$ cat src/hdl/lbr_pkg.sv
// Shared types and constants of the LED breathing ramp.
`default_nettype none
package lbr_pkg;

	typedef enum logic [1:0] {
		REQ_TICK    = 2'd0,
		REQ_SET     = 2'd1,
		REQ_REARM   = 2'd2,
		REQ_RESTART = 2'd3
	} req_t;

	typedef enum logic [2:0] {
		CFG_LEVEL_MIN     = 3'd0,
		CFG_LEVEL_MAX     = 3'd1,
		CFG_RISE_STEP     = 3'd2,
		CFG_FALL_STEP     = 3'd3,
		CFG_RISE_DELAY    = 3'd4,
		CFG_FALL_DELAY    = 3'd5,
		CFG_START_FALLING = 3'd6
	} cfg_idx_t;

	typedef struct packed {
		logic [7:0]  level_min;
		logic [7:0]  level_max;
		logic [7:0]  rise_step;
		logic [7:0]  fall_step;
		logic [15:0] rise_delay;
		logic [15:0] fall_delay;
		logic        start_falling;
	} cfg_t;

	typedef struct packed {
		logic [7:0] level;
		logic       falling;
		logic       armed;
	} ramp_state_t;

	typedef struct packed {
		logic       still_running;
		logic       now_falling;
		logic [7:0] brightness;
	} result_t;

	localparam int unsigned REARM_TICKS = 10;

	localparam cfg_t CFG_RESET = '{
		level_min:     8'd0,
		level_max:     8'd255,
		rise_step:     8'd5,
		fall_step:     8'd5,
		rise_delay:    16'd3,
		fall_delay:    16'd3,
		start_falling: 1'b1
	};

endpackage
`default_nettype wire

$ cat src/hdl/lbr_step.sv
// Next-state and firing logic of the LED breathing ramp for one request.
`default_nettype none
module lbr_step #(
	parameter int unsigned LEVEL_MAX  = 255,
	parameter int unsigned DELAY_BITS = 16
) (
	input  lbr_pkg::cfg_t          cfg,
	input  lbr_pkg::ramp_state_t   st,
	input  logic [DELAY_BITS-1:0]  cnt,
	input  lbr_pkg::req_t          req,
	input  logic [7:0]             new_level,
	output lbr_pkg::ramp_state_t   st_nxt,
	output logic [DELAY_BITS-1:0]  cnt_nxt,
	output logic                   fire,
	output lbr_pkg::result_t       res
);
	import lbr_pkg::*;

	localparam logic [7:0]  LVL_TOP  = (LEVEL_MAX > 255) ? 8'd255 : 8'(LEVEL_MAX);
	localparam logic [32:0] CNT_MASK = (33'd1 << DELAY_BITS) - 33'd1;

	function automatic logic [7:0] cap_level(input logic [7:0] v);
		return (v > LVL_TOP) ? LVL_TOP : v;
	endfunction

	function automatic logic [DELAY_BITS-1:0] cap_count(input logic [31:0] v);
		logic [32:0] w;
		w = {1'b0, v};
		if (w > CNT_MASK)
			w = CNT_MASK;
		return w[DELAY_BITS-1:0];
	endfunction

	logic [7:0]            mn;
	logic [7:0]            mx;
	logic signed [9:0]     diff;
	logic [8:0]            sum;
	logic [7:0]            fired_level;
	logic                  fired_falling;
	logic [15:0]           delay;
	logic [DELAY_BITS-1:0] rearm_cnt;

	assign mn        = cap_level(cfg.level_min);
	assign mx        = cap_level(cfg.level_max);
	assign rearm_cnt = cap_count(32'(REARM_TICKS));

	// step and clamp for a firing
	always_comb begin
		diff          = $signed({2'b00, st.level}) - $signed({2'b00, cfg.fall_step});
		sum           = {1'b0, st.level} + {1'b0, cfg.rise_step};
		fired_level   = st.level;
		fired_falling = st.falling;
		if (st.falling) begin
			if (st.level != mn)
				fired_level = diff[7:0];
			if (st.level == mn || diff <= $signed({2'b00, mn})) begin
				fired_level   = mn;
				fired_falling = 1'b0;
			end
			delay = cfg.fall_delay;
		end else begin
			if (st.level != mx)
				fired_level = sum[7:0];
			if (st.level == mx || sum >= {1'b0, mx}) begin
				fired_level   = mx;
				fired_falling = 1'b1;
			end
			delay = cfg.rise_delay;
		end
	end

	always_comb begin
		st_nxt  = st;
		cnt_nxt = cnt;
		fire    = 1'b0;
		res     = '{still_running: (delay != 16'd0), now_falling: fired_falling,
		            brightness: st.level};
		unique case (req)
			REQ_TICK: begin
				if (st.armed) begin
					if (cnt <= DELAY_BITS'(1)) begin
						fire           = 1'b1;
						st_nxt.level   = fired_level;
						st_nxt.falling = fired_falling;
						st_nxt.armed   = (delay != 16'd0);
						cnt_nxt        = (delay != 16'd0) ? cap_count(32'(delay)) : '0;
					end else begin
						cnt_nxt = cnt - DELAY_BITS'(1);
					end
				end
			end
			REQ_SET: begin
				st_nxt.level = cap_level(new_level);
				st_nxt.armed = 1'b1;
				cnt_nxt      = rearm_cnt;
			end
			REQ_REARM: begin
				st_nxt.armed = 1'b1;
				cnt_nxt      = rearm_cnt;
			end
			REQ_RESTART: begin
				st_nxt.falling = cfg.start_falling;
				st_nxt.armed   = 1'b1;
				cnt_nxt        = rearm_cnt;
			end
			default: begin
				st_nxt = st;
			end
		endcase
	end

endmodule
`default_nettype wire

$ cat src/hdl/led_breathing_ramp.sv
// LED breathing ramp: one request per beat, a result beat on each firing.
// A request is registered at accept; its result beat is registered in the output register once the request advances.
// Throughput: one request per cycle, set by the combinational step and clamp on the
// request register; the request register stalls only while a result beat waits.
// Reset: level at the top bound, falling, countdown 1 and armed, so the first tick fires;
// configuration registers return to their documented defaults.
`default_nettype none
module led_breathing_ramp #(
	parameter int unsigned LEVEL_MAX  = 255,
	parameter int unsigned DELAY_BITS = 16
) (
	input  logic        clk,
	input  logic        arst_n,
	input  logic        s_tvalid,
	output logic        s_tready,
	input  logic [7:0]  s_tdata,   // [7:0] new_level
	input  logic [1:0]  s_tuser,   // [1:0] req_type
	output logic        m_tvalid,
	input  logic        m_tready,
	output logic [15:0] m_tdata,   // [7:0] brightness, [8] now_falling, [9] still_running
	input  logic        cfg_valid,
	output logic        cfg_ready,
	input  logic [2:0]  cfg_index,
	input  logic [15:0] cfg_data
);
	import lbr_pkg::*;

	localparam logic [7:0] LVL_TOP = (LEVEL_MAX > 255) ? 8'd255 : 8'(LEVEL_MAX);

	cfg_t                  cfg_q;
	ramp_state_t           st_q;
	ramp_state_t           st_nxt;
	logic [DELAY_BITS-1:0] cnt_q;
	logic [DELAY_BITS-1:0] cnt_nxt;
	logic                  valid_s1;
	req_t                  req_s1;
	logic [7:0]            new_level_s1;
	logic                  fire;
	result_t               res;
	logic                  out_valid_q;
	result_t               out_q;
	logic                  out_free;
	logic                  advance;

	assign cfg_ready = 1'b1;

	always_ff @(posedge clk or negedge arst_n) begin
		if (!arst_n) begin
			cfg_q <= CFG_RESET;
		end else if (cfg_valid) begin
			unique case (cfg_idx_t'(cfg_index))
				CFG_LEVEL_MIN:     cfg_q.level_min     <= cfg_data[7:0];
				CFG_LEVEL_MAX:     cfg_q.level_max     <= cfg_data[7:0];
				CFG_RISE_STEP:     cfg_q.rise_step     <= cfg_data[7:0];
				CFG_FALL_STEP:     cfg_q.fall_step     <= cfg_data[7:0];
				CFG_RISE_DELAY:    cfg_q.rise_delay    <= cfg_data;
				CFG_FALL_DELAY:    cfg_q.fall_delay    <= cfg_data;
				CFG_START_FALLING: cfg_q.start_falling <= cfg_data[0];
				default:           cfg_q               <= cfg_q;
			endcase
		end
	end

	// hold the request while a result beat is still waiting downstream
	assign out_free = !out_valid_q || m_tready;
	assign advance  = valid_s1 && out_free;
	assign s_tready = !valid_s1 || out_free;

	always_ff @(posedge clk or negedge arst_n) begin
		if (!arst_n)
			valid_s1 <= 1'b0;
		else if (s_tready)
			valid_s1 <= s_tvalid;
	end

	always_ff @(posedge clk) begin
		if (s_tready && s_tvalid) begin
			req_s1       <= req_t'(s_tuser);
			new_level_s1 <= s_tdata[7:0];
		end
	end

	lbr_step #(
		.LEVEL_MAX  (LEVEL_MAX),
		.DELAY_BITS (DELAY_BITS)
	) u_step (
		.cfg       (cfg_q),
		.st        (st_q),
		.cnt       (cnt_q),
		.req       (req_s1),
		.new_level (new_level_s1),
		.st_nxt    (st_nxt),
		.cnt_nxt   (cnt_nxt),
		.fire      (fire),
		.res       (res)
	);

	always_ff @(posedge clk or negedge arst_n) begin
		if (!arst_n) begin
			st_q  <= '{level: LVL_TOP, falling: 1'b1, armed: 1'b1};
			cnt_q <= DELAY_BITS'(1);
		end else if (advance) begin
			st_q  <= st_nxt;
			cnt_q <= cnt_nxt;
		end
	end

	always_ff @(posedge clk or negedge arst_n) begin
		if (!arst_n)
			out_valid_q <= 1'b0;
		else if (out_free)
			out_valid_q <= advance && fire;
	end

	always_ff @(posedge clk) begin
		if (advance && fire)
			out_q <= res;
	end

	assign m_tvalid = out_valid_q;
	assign m_tdata  = {6'd0, out_q.still_running, out_q.now_falling, out_q.brightness};

endmodule
`default_nettype wire
$ cat config.mk
export PLATFORM = sky130hd
export DESIGN_NAME = led_breathing_ramp
export DESIGN_NICKNAME = d
export VERILOG_FILES = /design/src/hdl/lbr_pkg.sv /design/src/hdl/lbr_step.sv /design/src/hdl/led_breathing_ramp.sv
export SDC_FILE = /design/constraint.sdc
export NUM_CORES = 1
export LEC_CHECK = 0
export ABC_CLOCK_PERIOD_IN_PS = 3500
export BUFFER_PORTS_ARGS = -buffer_cell sky130_fd_sc_hd__buf_2
export CORE_ASPECT_RATIO = 0.6
export CORE_MARGIN = 3
export CORE_UTILIZATION = 34
export CTS_BUF_LIST = sky130_fd_sc_hd__clkbuf_16
export CTS_CLUSTER_SIZE = 30
export DETAILED_ROUTE_END_ITERATION = 7
export PLACE_DENSITY = 0.49
export SLEW_MARGIN = 5
export SYNTH_ARGS = -nofsm -noshare
export SYNTH_HDL_FRONTEND = slang
export SYNTH_SLANG_ARGS = --single-unit
$ cat constraint.sdc
create_clock -name clk -period 3.5 [get_ports clk]
set_input_delay 0.35 -clock clk [delete_from_list [all_inputs] [get_ports clk]]
set_output_delay 0.35 -clock clk [all_outputs]
set_load 0.05 [all_outputs]
==> After elaboration in Yosys (flattened, before gate mapping) <==
Cells that the tools add are included.
Widths: inputs -> output; s select.
{ "word_totals": {"reg_bits": 113, "inputBits": 34, "output_inout_bits": 19, "word_cells": 93} }
{ "op_classes": {"addsub": 3, "order_cmp": 6, "eq_ne": 17, "n_mux": 24, "reduce_logical": 25} }
{ "op_table": {"columns": ["op", "n"], "rows": [
  ["$mux 16", 4],
  ["$mux 8", 8],
  ["$pmux 16 s2", 1],
  ["$gt 8x8->1 const B", 3],
  ["$mux 10", 2],
  ["$eq 8x8->1", 2],
  ["$le 16x1->1 const B", 1],
  ["$ne 8x8->1", 2],
  ["$pmux 8 s2", 1],
  ["$reduce_and 2->1", 8],
  ["$reduce_bool 16->1", 1],
  ["$sub 16x1->16 const B", 1],
  ["$le 10x9->1", 1],
  ["$add 8x8->9", 1],
  ["$eq 3x3->1 const B", 3],
  ["$ge 9x8->1", 1],
  ["$sub 8x8->9", 1],
  ["$ne 4x2->1 const B", 2],
  ["$eq 3x2->1 const B", 2],
  ["$mux 1", 6],
  ["$reduce_and 6->1", 1],
  ["$eq 2x2->1 const B", 2],
  ["$logic_or 1x1->1", 4],
  ["$pmux 1 s2", 2],
  ["other kinds (11)", 15]
]} }

==> Logic depth before layout (Yosys ltp) <==
Gate-level depths: netlist of the first run.
{ "depth": {"depth_word": 9, "mapped_depth": 17, "mapped_depth_nobuf": 16} }

==> Modules after synthesis <==
A second synthesis of the first run with hierarchy kept.
{ "hier_totals": {"cells_unflattened": 633, "hier_area_um2": 7094.3} }
{ "by_module_without_submodules": {"columns": ["module", "instances", "cells_each", "area_per_inst_um2", "seq_area_each_um2"], "rows": [
  ["led_breathing_ramp", 1, 237, 4256.6, 2962.8],
  ["lbr_step", 1, 396, 2837.7, 0.0]
]} }

==> Worst setup path after synthesis of the first run <==
Ideal clock, no wire load.
{ "synth_timing": {"path_type": "register -> register", "start": "reg st_q[3] (netlist name)", "end": "reg st_q[4] (netlist name)", "setup_ps": 83, "arrival_time_ps": 3236, "required_ps": 3417, "path_slack_ps": 181, "stages_incl_launch_ff": 15, "n_path_buf": 0, "period_less_slack_ps": 3319, "path_cell_list": "dfstp_2 ha_1 a211oi_1 nor2_1 or4_1 a21oi_1 xnor2_1 ha_1 and3_1 nand4_1 o2bb2ai_1 nor3_2 mux2_2 o221ai_1 o22ai_2"} }
{ "synth_between": {"elab_chain_len": 8, "word_cells_on_any_way": 21, "cone_classes": "2 x add/sub; 2 x order compare; 6 x eq/ne; 8 x mux; 3 x reduce/logical"} }
{ "synth_lines": {"columns": ["element", "line_no", "source"], "rows": [
  ["start, declared", "led_breathing_ramp.sv:31", "ramp_state_t st_q;"],
  ["start signal, assigned", "led_breathing_ramp.sv:100", "st_q <= '{level: LVL_TOP, falling: 1'b1, armed: 1'b1};"],
  ["start signal, assigned", "led_breathing_ramp.sv:103", "st_q <= st_nxt;"],
  ["$sub 8x8->9 / $add 8x8->9 (equally long branches)", "lbr_step.sv:49, lbr_step.sv:50", null],
  ["$le 10x9->1 / $ge 9x8->1 (equally long branches)", "lbr_step.sv:56, lbr_step.sv:64", null],
  ["$logic_or 1x1->1, on equally long branches", "lbr_step.sv:56, lbr_step.sv:64", null],
  ["$mux 8, on equally long branches", "lbr_step.sv:56, lbr_step.sv:64", null],
  ["$mux 8", "lbr_step.sv:53", "if (st.falling) begin"],
  ["$mux 10", "lbr_step.sv:81", "if (cnt <= DELAY_BITS'(1)) begin"],
  ["$mux 10", "lbr_step.sv:80", "if (st.armed) begin"],
  ["$pmux 8 s2", "lbr_step.sv:78", "unique case (req)"]
]} }
Parallel ways exist; a longest one is shown, timed or not. The select of a mux whose other input is x is not followed.
A chain may end at the register's enable or synchronous reset.

==> Worst setup path in the final report of the first run <==
Same ends and word-level chain as after synthesis.

==> summary.md, run 1 <==
| Metric | Value |
|---|---|
| FP Rows | `38` |
| DIE HEIGHT | `113 um` |
| Syn Area/Cell | `10.8 um^2` |
| R2R depth | `15` |
| Leakage | `0.00346 uW` |
| Clk Latency, worst-skew pair | `420 ps` |
| Fin crit period | `3500 ps` |
| Setup WS post-layout | `0.272 ps` |
| Yosys top cell by area | `dfrtp_1` |
| Largest net degree at the start of global routing | `64` |
| Layout Nets | `774` |
| Gr ovfl total | `0` |
| Share of cells above drive strength 1 | `0.395` |
| Critical path class | `flop to flop` |
| Clk slew on worst S/H paths | `50 ps` |
| Crit-path max FO | `7` |
| Final Non-Filler Cells | `957` |
| R2R Setup Slk | `0.3 ps` |
| Area share of the largest cell type after synthesis | `0.249` |
| Clock Sinks | `113` |
| Via Count | `5086` |
| Clock skew | `8.31 ps` |
| Antenna viol nets, final | `0` |
| Worst EP required | `3850 ps` |
| Port buffer count | `45` |
| Crit path from | `st_q[3]` |
| Initial antenna violation count | `0` |
| Critical Path Start Type | `flop` |
| Core box area | `0.0184 mm^2` |
| Yosys cell types | `73` |
| Die area | `0.0210 mm^2` |
| Layout Area Growth over Synthesis | `26.4%` |
| Peak supply drop | `409 uV` |
| Pre-CTS setup slack | `-267 ps` |
| Worst hold path type | `input port to asynchronous set/reset pin` |
| RR Startpoint | `st_q[3]` |
| Total track usage | `0.183` |
| DRT iter0 DRCs | `495` |
| Total wire length | `18.9 mm` |
| Final hold vios | `0` |
| Die W | `185 um` |
| H-tree depth | `4` |
| Clock tree buffer depth | `2` |
| Slew margin rel. | `0.383` |
| Max-cap viol count | `0` |
| Setup crit end | `st_q[4]` |
| Root Buffer | `clkbuf_16` |
| RR Endpoint | `st_q[4]` |
| First-pass GRT wire length | `28.7 mm` |
| Vias in the first global route | `4941` |
| Post-Syn Instances | `607` |
| Initial Util | `0.354` |
| Commonest register cell after synthesis | `dfrtp_1` |
| Worst EP arrival | `3850 ps` |
| CTS tree | `built` |
| Worst Hold Margin | `47.0 ps` |
| Final GP Congestion | `0.901` |
| Hold buffer count at CTS | `0` |
| F_max | `286 MHz` |
| TritonCTS buffer count | `17` |
| Final Setup Violations | `0` |
| Crit share post-route | `1.00` |
| Cell area after synthesis | `0.00653 mm^2` |
| Flops & latches, synth | `113` |
| I/O pin cnt | `53` |
| CP Capture Type | `flop` |
| Yosys warns | `0` |
| Wirelength per Cell | `19.8 um` |
| ANT cells | `0` |
| Via density per instance | `5.31` |
| Worst slew pin tran | `922 ps` |
| RSZ-0062 raised after global routing | `yes` |
| Top post-synthesis cells by area | `dfrtp_1, dfstp_2, edfxtp_1, mux2_2, ha_1` |
| Slew Viols, Final | `0` |
| Dpl cells | `908` |
| Outcome | `complete, no violations` |
| Cell Pwr Density | `731 mW/mm^2` |
| Total power | `6040 uW` |
| DRC errors left | `0` |
| Fillers | `1733` |
| HPWL after detailed placement | `13.7 mm` |
| Post-synth ARST share | `0.823` |
| Sequential element share of the synthesized area | `0.454` |
| First-pass DRT Iterations | `5` |
| Number of enable flip-flop cells after synthesis | `20` |
## per-stage QoR
stage | util | instance area (um^2) | setup TNS, ps
6_report | 0.447 | 8250 | 0
5_1_grt | 0.447 | 8250 | -848
4_1_cts | 0.435 | 8030 | -85.2
3_5_place_dp | 0.390 | 7190 | -1810
3_3_place_gp | 0.390 | 7190 | -1490
2_1_floorplan | - | 6550 | 0
## cell usage in the layout (no fill, tap or decap), types with 13 or more instances in the layout
| master | instances |
|---|---|
| a21oi_1 | 24 |
| dfrtp_1 | 65 |
| clkbuf_16 | 17 |
| o21ai_0 | 36 |
| xnor2_1 | 19 |
| buf_2 | 44 |
| nor2_1 | 35 |
| nor3_1 | 13 |
| ha_1 | 29 |
| edfxtp_1 | 20 |
| inv_1 | 37 |
| dfstp_2 | 28 |
| buf_4 | 47 |
| mux2_2 | 50 |
| mux2i_1 | 15 |
| nand2_1 | 29 |
## worst max-delay path: stages, from the launching register on
cell	delay, ps
dfstp_2	650
buf_6	140
ha_4	180
nor2b_4	120
o31a_1	270
buf_4	150
o22a_1	220
xor2_2	170
ha_1	320
nand4_1	110
a21o_1	190
a221oi_2	300
buf_4	200
buf_8	140
o221ai_4	100
o22ai_2	170
## synth_stat cells (2+ instances only)
cell,instances
buf_4,11
ha_1,34
nand2_1,31
o31ai_2,3
nand3_1,3
o21a_1,6
o31ai_1,7
fa_1,2
nand4b_1,4
a21oi_1,27
dfstp_2,28
o211ai_1,2
o31a_1,5
a32oi_1,2
nand2b_1,6
a21o_1,3
edfxtp_1,20
inv_1,37
a31oi_1,9
mux2_2,51
buf_2,4
nand3b_1,2
o22a_1,3
or2_2,2
o221ai_1,7
nor3b_1,4
and3_1,10
a21oi_2,4
nor2_1,38
o21ai_1,11
clkbuf_1,9
o21ai_0,39
nor3_1,15
dfrtp_1,65
nand4_1,9
a211oi_1,5
conb_1,2
or4_1,4
nor2b_1,6
nor4_1,8
xnor2_1,23
mux2i_1,15
## what timing repair did
item	4_1_cts	5_1_grt
endpoints found under the hold margin	0	0
buffers inserted	13	5
pin swaps	22	20
endpoints found under the setup margin	10	10
resized for setup	40	36
## power breakdown
| group | switching, uW | total, uW | internal [uW] |
|---|---|---|---|
| Sequential | 235 | 1840 | 1610 |
| Clock | 651 | 1620 | 967 |
| Combinational | 1320 | 2570 | 1250 |
| Total | 2210 | 6040 | 3830 |
## per-layer routing
| metal | wire length (um) | GRT usage |
|---|---|---|
| met1 | 10500 | 0.308 |
| met2 | 6970 | 0.225 |
| met3 | 1260 | 0.0443 |
| met4 | 202 | 0.0420 |
| met5 | 0 | 0 |
## state kept, by name, indices dropped and copies added, names as in the netlist
| name | count |
|---|---|
| m_tvalid | 1 |
| req_s1 | 2 |
| st_q | 10 |
| m_tdata | 10 |
| valid_s1 | 1 |
| cnt_q | 16 |
| new_level_s1 | 8 |
| cfg_q | 65 |
## worst min-delay path by stage
stage	slack (ps)	end	from	cells past startpoint
after floorplan	50	cfg_q[10]	arst_n	0
after global placement	480	cnt_q[14]	cnt_q[14]	2
after detailed placement	490	cfg_q[36]	cfg_q[36]	1
after CTS	80	cnt_q[5]	arst_n	1
after global routing	100	new_level_s1[5]	s_tdata[5]	1
final	50	cnt_q[8]	arst_n	1
## layout make-up
class	count	area, um^2	share of cell area
clock buffer	17	425	0.0515
clock inverter	15	120	0.0146
inverter	38	150	0.0182
multi-input combinational	434	3610	0.437
sequential	113	2960	0.359
tap	240	300	0.0364
timing repair buffer	100	687	0.0832
## cell families (layout without fill, tap and decap cells)
logic type	Yosys count	after routing	synth area share
AO/OA/AOI/OAI	146	146	0.149
multiplexers	66	66	0.111
XOR/XNOR	24	24	0.0322
flip-flops	113	113	0.454
AND/OR/NAND/NOR	155	155	0.131
adder cells (fa/ha/maj)	36	36	0.0713
buffers and inverters	65	170	0.0508
other	2	7	0.00115
No activity file was read; power rests on OpenSTA's default activity.
==> run 2: changes to the inputs <==
- ABC_CLOCK_PERIOD_IN_PS: 3500 -> 4100
- PLACE_DENSITY: 0.49 -> 0.47
- clock period: 3.5 -> 4.1 ns (I/O delays scaled with it)
==> summary.md, run 2 (synthesized netlist as in run 1, its figures left out) <==
| Metric | Value |
|---|---|
| Sequential share of power | `0.342` |
| Antenna viol nets, final | `0` |
| Final hold vios | `0` |
| CTS tree | `built` |
| Post-CTS Setup Inserts | `0` |
| RSZ-0062 raised after global routing | `no` |
| Clk Latency, worst-skew pair | `420 ps` |
| Share of cells above drive strength 1 | `0.281` |
| DRT iter0 DRCs | `334` |
| Most common cell after layout, fill and taps aside | `dfrtp_1` |
| Via Count | `4925` |
| First-pass DRT Iterations | `6` |
| Largest net degree at the start of global routing | `67` |
| Crit share post-route | `0.932` |
| Core box area | `0.0184 mm^2` |
| Switch Pwr | `1660 uW` |
| Most frequent cells in the layout | `dfrtp_1, mux2_2, buf_2, o21ai_0` |
| FP Rows | `38` |
| Final GP Congestion | `0.901` |
| CP cell instances | `ha_1, a211oi_1, nor2_1, or4_1, a21oi_1, xnor2_1, ha_1, a211oi_1, o221ai_1, nor3_2, mux2_2, o221ai_1, o22ai_2` |
| Switching fraction of total power | `0.352` |
| Wirelength per Cell | `20.7 um` |
| Layout Area Growth over Synthesis | `16.4%` |
| Peak supply drop | `341 uV` |
| F_max | `262 MHz` |
| Worst EP arrival | `4160 ps` |
| HPWL after detailed placement | `13.9 mm` |
| TritonCTS buffer count | `17` |
| Met1 GRT Util | `0.310` |
| Worst EP required | `4440 ps` |
| Layout Utilization | `0.412` |
| Initial antenna violation count | `1` |
| Worst Hold Margin | `119 ps` |
| Clock tree buffer depth | `2` |
| Int Pwr | `3060 uW` |
| DRC errors left | `0` |
| CP Capture Type | `flop` |
| Cell Pwr Density | `621 mW/mm^2` |
| Combinational share of power | `0.323` |
| Busiest grt layer | `met1` |
| Vias in the first global route | `4812` |
| Initial Util | `0.354` |
| Root Buffer | `clkbuf_16` |
| Layout Nets | `727` |
| Fin crit period | `3820 ps` |
| Reg area | `0.00296 mm^2` |
| Clk pwr share | `0.336` |
| Critical Path Start Type | `flop` |
| Die W | `185 um` |
| Grt met3 use | `0.0559` |
| Total track usage | `0.186` |
| Total negative slack | `0 ps` |
| Die area | `0.0210 mm^2` |
| Slew margin rel. | `0.327` |
| Via density per instance | `5.41` |
| Multi-input logic area | `0.00326 mm^2` |
| Final Setup Violations | `0` |
| Worst slew pin tran | `1000 ps` |
| ANT cells | `0` |
| Clock skew | `8.36 ps` |
| Leakage | `0.00318 uW` |
| Outcome | `complete, no violations` |
| Largest regs | `cfg_q x65, cnt_q x16` |
| Max-cap viol count | `0` |
| Total wire length | `18.9 mm` |
| Crit-path slowest cell | `dfstp_2` |
| M2 GR Usage | `0.218` |
| Clock Sinks | `113` |
| Crit-path max cell delay | `660 ps` |
| Gr ovfl total | `0` |
| Largest Register | `cfg_q` |
| Clk slew on worst S/H paths | `50 ps` |
| Crit-path max FO | `7` |
| Critical path class | `flop to flop` |
| Slew Viols, Final | `0` |
| Fillers | `1806` |
| DIE HEIGHT | `113 um` |
| First-pass GRT wire length | `28.9 mm` |
| Port buffer count | `45` |
| Worst hold path type | `input port to asynchronous set/reset pin` |
| I/O pin cnt | `53` |
| H-tree depth | `4` |
| Max reg flops | `65` |
## run 2: cell types whose count changed in the layout (fill, tap and decap cells not counted), moves of 5 or more
| cell | before | now |
|---|---|---|
| o221ai_4 | 5 | 0 |
| ha_1 | 29 | 34 |
| buf_6 | 7 | 0 |
| ha_4 | 5 | 0 |
| o221ai_1 | 0 | 7 |
| buf_4 | 47 | 8 |
## run 2: worst paths after layout
path,startpoint,end,slack [ps],cells past startpoint
worst min-delay path,arst_n,cnt_q[4],120,1
max in group asynchronous,arst_n,cfg_q[2],2980,2
worst max register to register,st_q[3],st_q[4],280,13
worst min register to register,cfg_q[38],cfg_q[38],500,1
min in group clk,s_tdata[1],new_level_s1[1],170,1
worst max-delay path,st_q[3],st_q[4],280,13
## run 2: layout make-up
| type | instances | area share |
|---|---|---|
| flip-flops and latches | 113 | 0.390 |
| inverters | 38 | 0.0194 |
| multi-input cells | 434 | 0.429 |
| repair buffers | 53 | 0.0395 |
| well taps | 240 | 0.0395 |
| clock buffers | 19 | 0.0626 |
| clock inverters | 13 | 0.0206 |
## run 2: per-layer routing
layer	vias to the layer above	routed length, um
li1	2332	-
met1	2410	10500
met2	164	6700
met3	17	1390
met4	2	248
met5	-	13
## run 2: what timing repair did
item                       CTS  global route
setup endpoints to repair    0             1
gates resized for setup      0             1
hold buffers                 0             0
## run 2: power by group through the flow
| stage | sequential [uW] | combinational, uW | clock (uW) |
|---|---|---|---|
| finish | 1610 | 1520 | 1580 |
| CTS | 1610 | 1500 | 1610 |
| global route | 1640 | 1670 | 1670 |
| global placement | 1630 | 1480 | 0 |
| detailed placement | 1630 | 1490 | 0 |
| floorplan | 1500 | 1120 | 0 |
## run 2: per-stage QoR
stage | cells | instance area [um^2] | setup slack (ps) | power, uW
floorplan | 612 | 6550 | 781 | 2620
global placement | 878 | 6970 | 326 | 3110
detailed placement | 878 | 6970 | 253 | 3120
CTS | 910 | 7600 | 226 | 4730
global route | 910 | 7600 | 82.5 | 4990
finish | 910 | 7600 | 277 | 4720
## run 2: worst max-delay path: cells and delay by family (launching register included)
family                   cells  cell delay (ps)
AO/OA/AOI/OAI                6             1260
AND/OR/NAND/NOR              3              840
flip-flops                   1              660
adder cells (fa/ha/maj)      2              490
multiplexers                 1              370
XOR/XNOR                     1              120
==> run 3: changes to the inputs <==
- GPL_TIMING_DRIVEN: unset -> 0
==> summary.md, run 3 (synthesized netlist as in run 1, its figures left out) <==
| Metric | Value |
|---|---|
| Outcome | `complete, no violations` |
| Total track usage | `0.186` |
| Initial antenna violation count | `0` |
| TritonCTS buffer count | `17` |
| Clk slew on worst S/H paths | `60 ps` |
| Via density per instance | `5.36` |
| Worst EP arrival | `4170 ps` |
| H-tree depth | `4` |
| Area after DPL | `0.00709 mm^2` |
| Total wire length | `18.6 mm` |
| Most frequent cells in the layout | `dfrtp_1, mux2_2, buf_2, o21ai_0, nor2_1` |
| DIE HEIGHT | `113 um` |
| CP cell instances | `ha_1, nor2b_1, o31a_1, o21ai_0, nand2b_1, xnor2_1, inv_1, ha_1, nand4_1, a21o_1, a221oi_2, buf_4, o31ai_1, o31ai_1` |
| Max-cap viol count | `0` |
| Leakage | `0.00326 uW` |
| Final Non-Filler Cells | `931` |
| Grt met3 use | `0.0469` |
| Vias in the first global route | `4728` |
| Critical Path Start Type | `flop` |
| Fin crit period | `3830 ps` |
| Worst hold path type | `input port to asynchronous set/reset pin` |
| Buf/Inv on CP | `2` |
| Wirelength per Cell | `20.0 um` |
| Crit-path max cell delay | `690 ps` |
| Busiest grt layer | `met1` |
| Most common cell after layout, fill and taps aside | `dfrtp_1` |
| Antenna viol nets, final | `0` |
| DRC errors left | `0` |
| Via Count | `4993` |
| CP Capture Type | `flop` |
| RR Startpoint | `st_q[3]` |
| Total negative slack | `0 ps` |
| Pre-CTS setup slack | `6.57 ps` |
| CTS tree | `built` |
| Root Buffer | `clkbuf_16` |
| Largest Register | `cfg_q` |
| Worst EP required | `4430 ps` |
| Share of cells above drive strength 1 | `0.294` |
| Clock skew | `8.40 ps` |
| Gr ovfl total | `0` |
| Met1 GRT Util | `0.312` |
| Clock Sinks | `113` |
| Crit-path slowest cell | `dfstp_2` |
| RR Endpoint | `st_q[8]` |
| RSZ-0062 raised after global routing | `no` |
| Initial Util | `0.354` |
| M2 GR Usage | `0.224` |
| ANT cells | `0` |
| Layout Area Growth over Synthesis | `18.9%` |
| Final Setup Violations | `0` |
| Max reg flops | `65` |
| Dpl cells | `896` |
| I/O pin cnt | `53` |
| F_max | `261 MHz` |
| Top Family by Delay on Critical Path | `compound AO/OA/AOI/OAI gates` |
| Final hold vios | `0` |
| Cell Pwr Density | `613 mW/mm^2` |
| Crit share post-route | `0.935` |
| R2R depth | `14` |
| Post-layout instance area | `0.00776 mm^2` |
| Port buffer count | `43` |
| First-pass DRT Iterations | `5` |
| Peak supply drop | `315 uV` |
| Layout Utilization | `0.421` |
| Clk Latency, worst-skew pair | `420 ps` |
| Worst slew pin tran | `1110 ps` |
| Core box area | `0.0184 mm^2` |
| Slew margin rel. | `0.257` |
| Final GP Congestion | `0.896` |
| DRT iter0 DRCs | `420` |
| Die W | `185 um` |
| Crit-path max FO | `10` |
| Largest net degree at the start of global routing | `53` |
| R2R Setup Slk | `270 ps` |
| Hold buffer count at CTS | `0` |
| Largest regs | `cfg_q x65, cnt_q x16` |
| HPWL after detailed placement | `14.0 mm` |
| Critical path class | `flop to flop` |
| Layout Nets | `748` |
| Die area | `0.0210 mm^2` |
| Slew Viols, Final | `0` |
| FP Rows | `38` |
| Clock tree buffer depth | `2` |
| Setup WS post-layout | `267 ps` |
| First-pass GRT wire length | `28.9 mm` |
[run 3: changes by cell type in the layout (fill, tap and decap cells not counted), moves of 2 or more]
cell,previous run,this run
clkinvlp_4,3,5
clkbuf_1,0,9
buf_2,44,46
clkinv_4,3,1
buf_4,8,15
[run 3: repair_timing]
action / 4_1_cts / 5_1_grt
buffers inserted: 2 / 1
gates resized for setup: 0 / 4
endpoints found under the setup margin: 2 / 8
pin swaps: 0 / 1
[run 3: layout make-up]
class	count	area, um^2
multi-input combinational	434	3270
tap	240	300
fill	1779	10700
sequential	113	2960
buffer	27	184
clock inverter	13	155
inverter	38	148
clock buffer	19	475
timing repair buffer	47	268
[run 3: layer usage]
metal	vias to the layer above	part of all wire
met2	163	0.36
met5	-	0
met4	0	0.010
met1	2465	0.56
met3	12	0.072
li1	2353	-
[run 3: worst reg2reg max path: cells and delay by family (launching register included)]
kind            cells  cell delay (ps)
fa+ha+maj           2              590
flops               1              690
simple gates        3              390
compound gates      6             1410
buf+inv             2              340
xor+xnor            1              320
[run 3: worst max-delay path by stage]
stage,end,from,slack [ps],cells past startpoint
final,st_q[8],st_q[3],270,14
after global routing,st_q[8],st_q[2],30,15
after CTS,st_q[4],st_q[2],110,15
after detailed placement,st_q[8],st_q[4],7,13
after global placement,st_q[8],st_q[4],-20,13
after floorplan,st_q[4],st_q[3],780,14
[run 3: metrics by stage]
stage	power, uW	hold WS (ps)
floorplan	2620	114
global placement	3090	476
detailed placement	3120	466
CTS	4740	12.6
global route	5050	38.9
finish	4760	4.75
[run 3: where the power goes]
group          internal (uW)  total (uW)  switching, uW
registers               1370        1590            211
logic                    704        1610            903
clock network           1020        1570            549
total                   3100        4760           1660
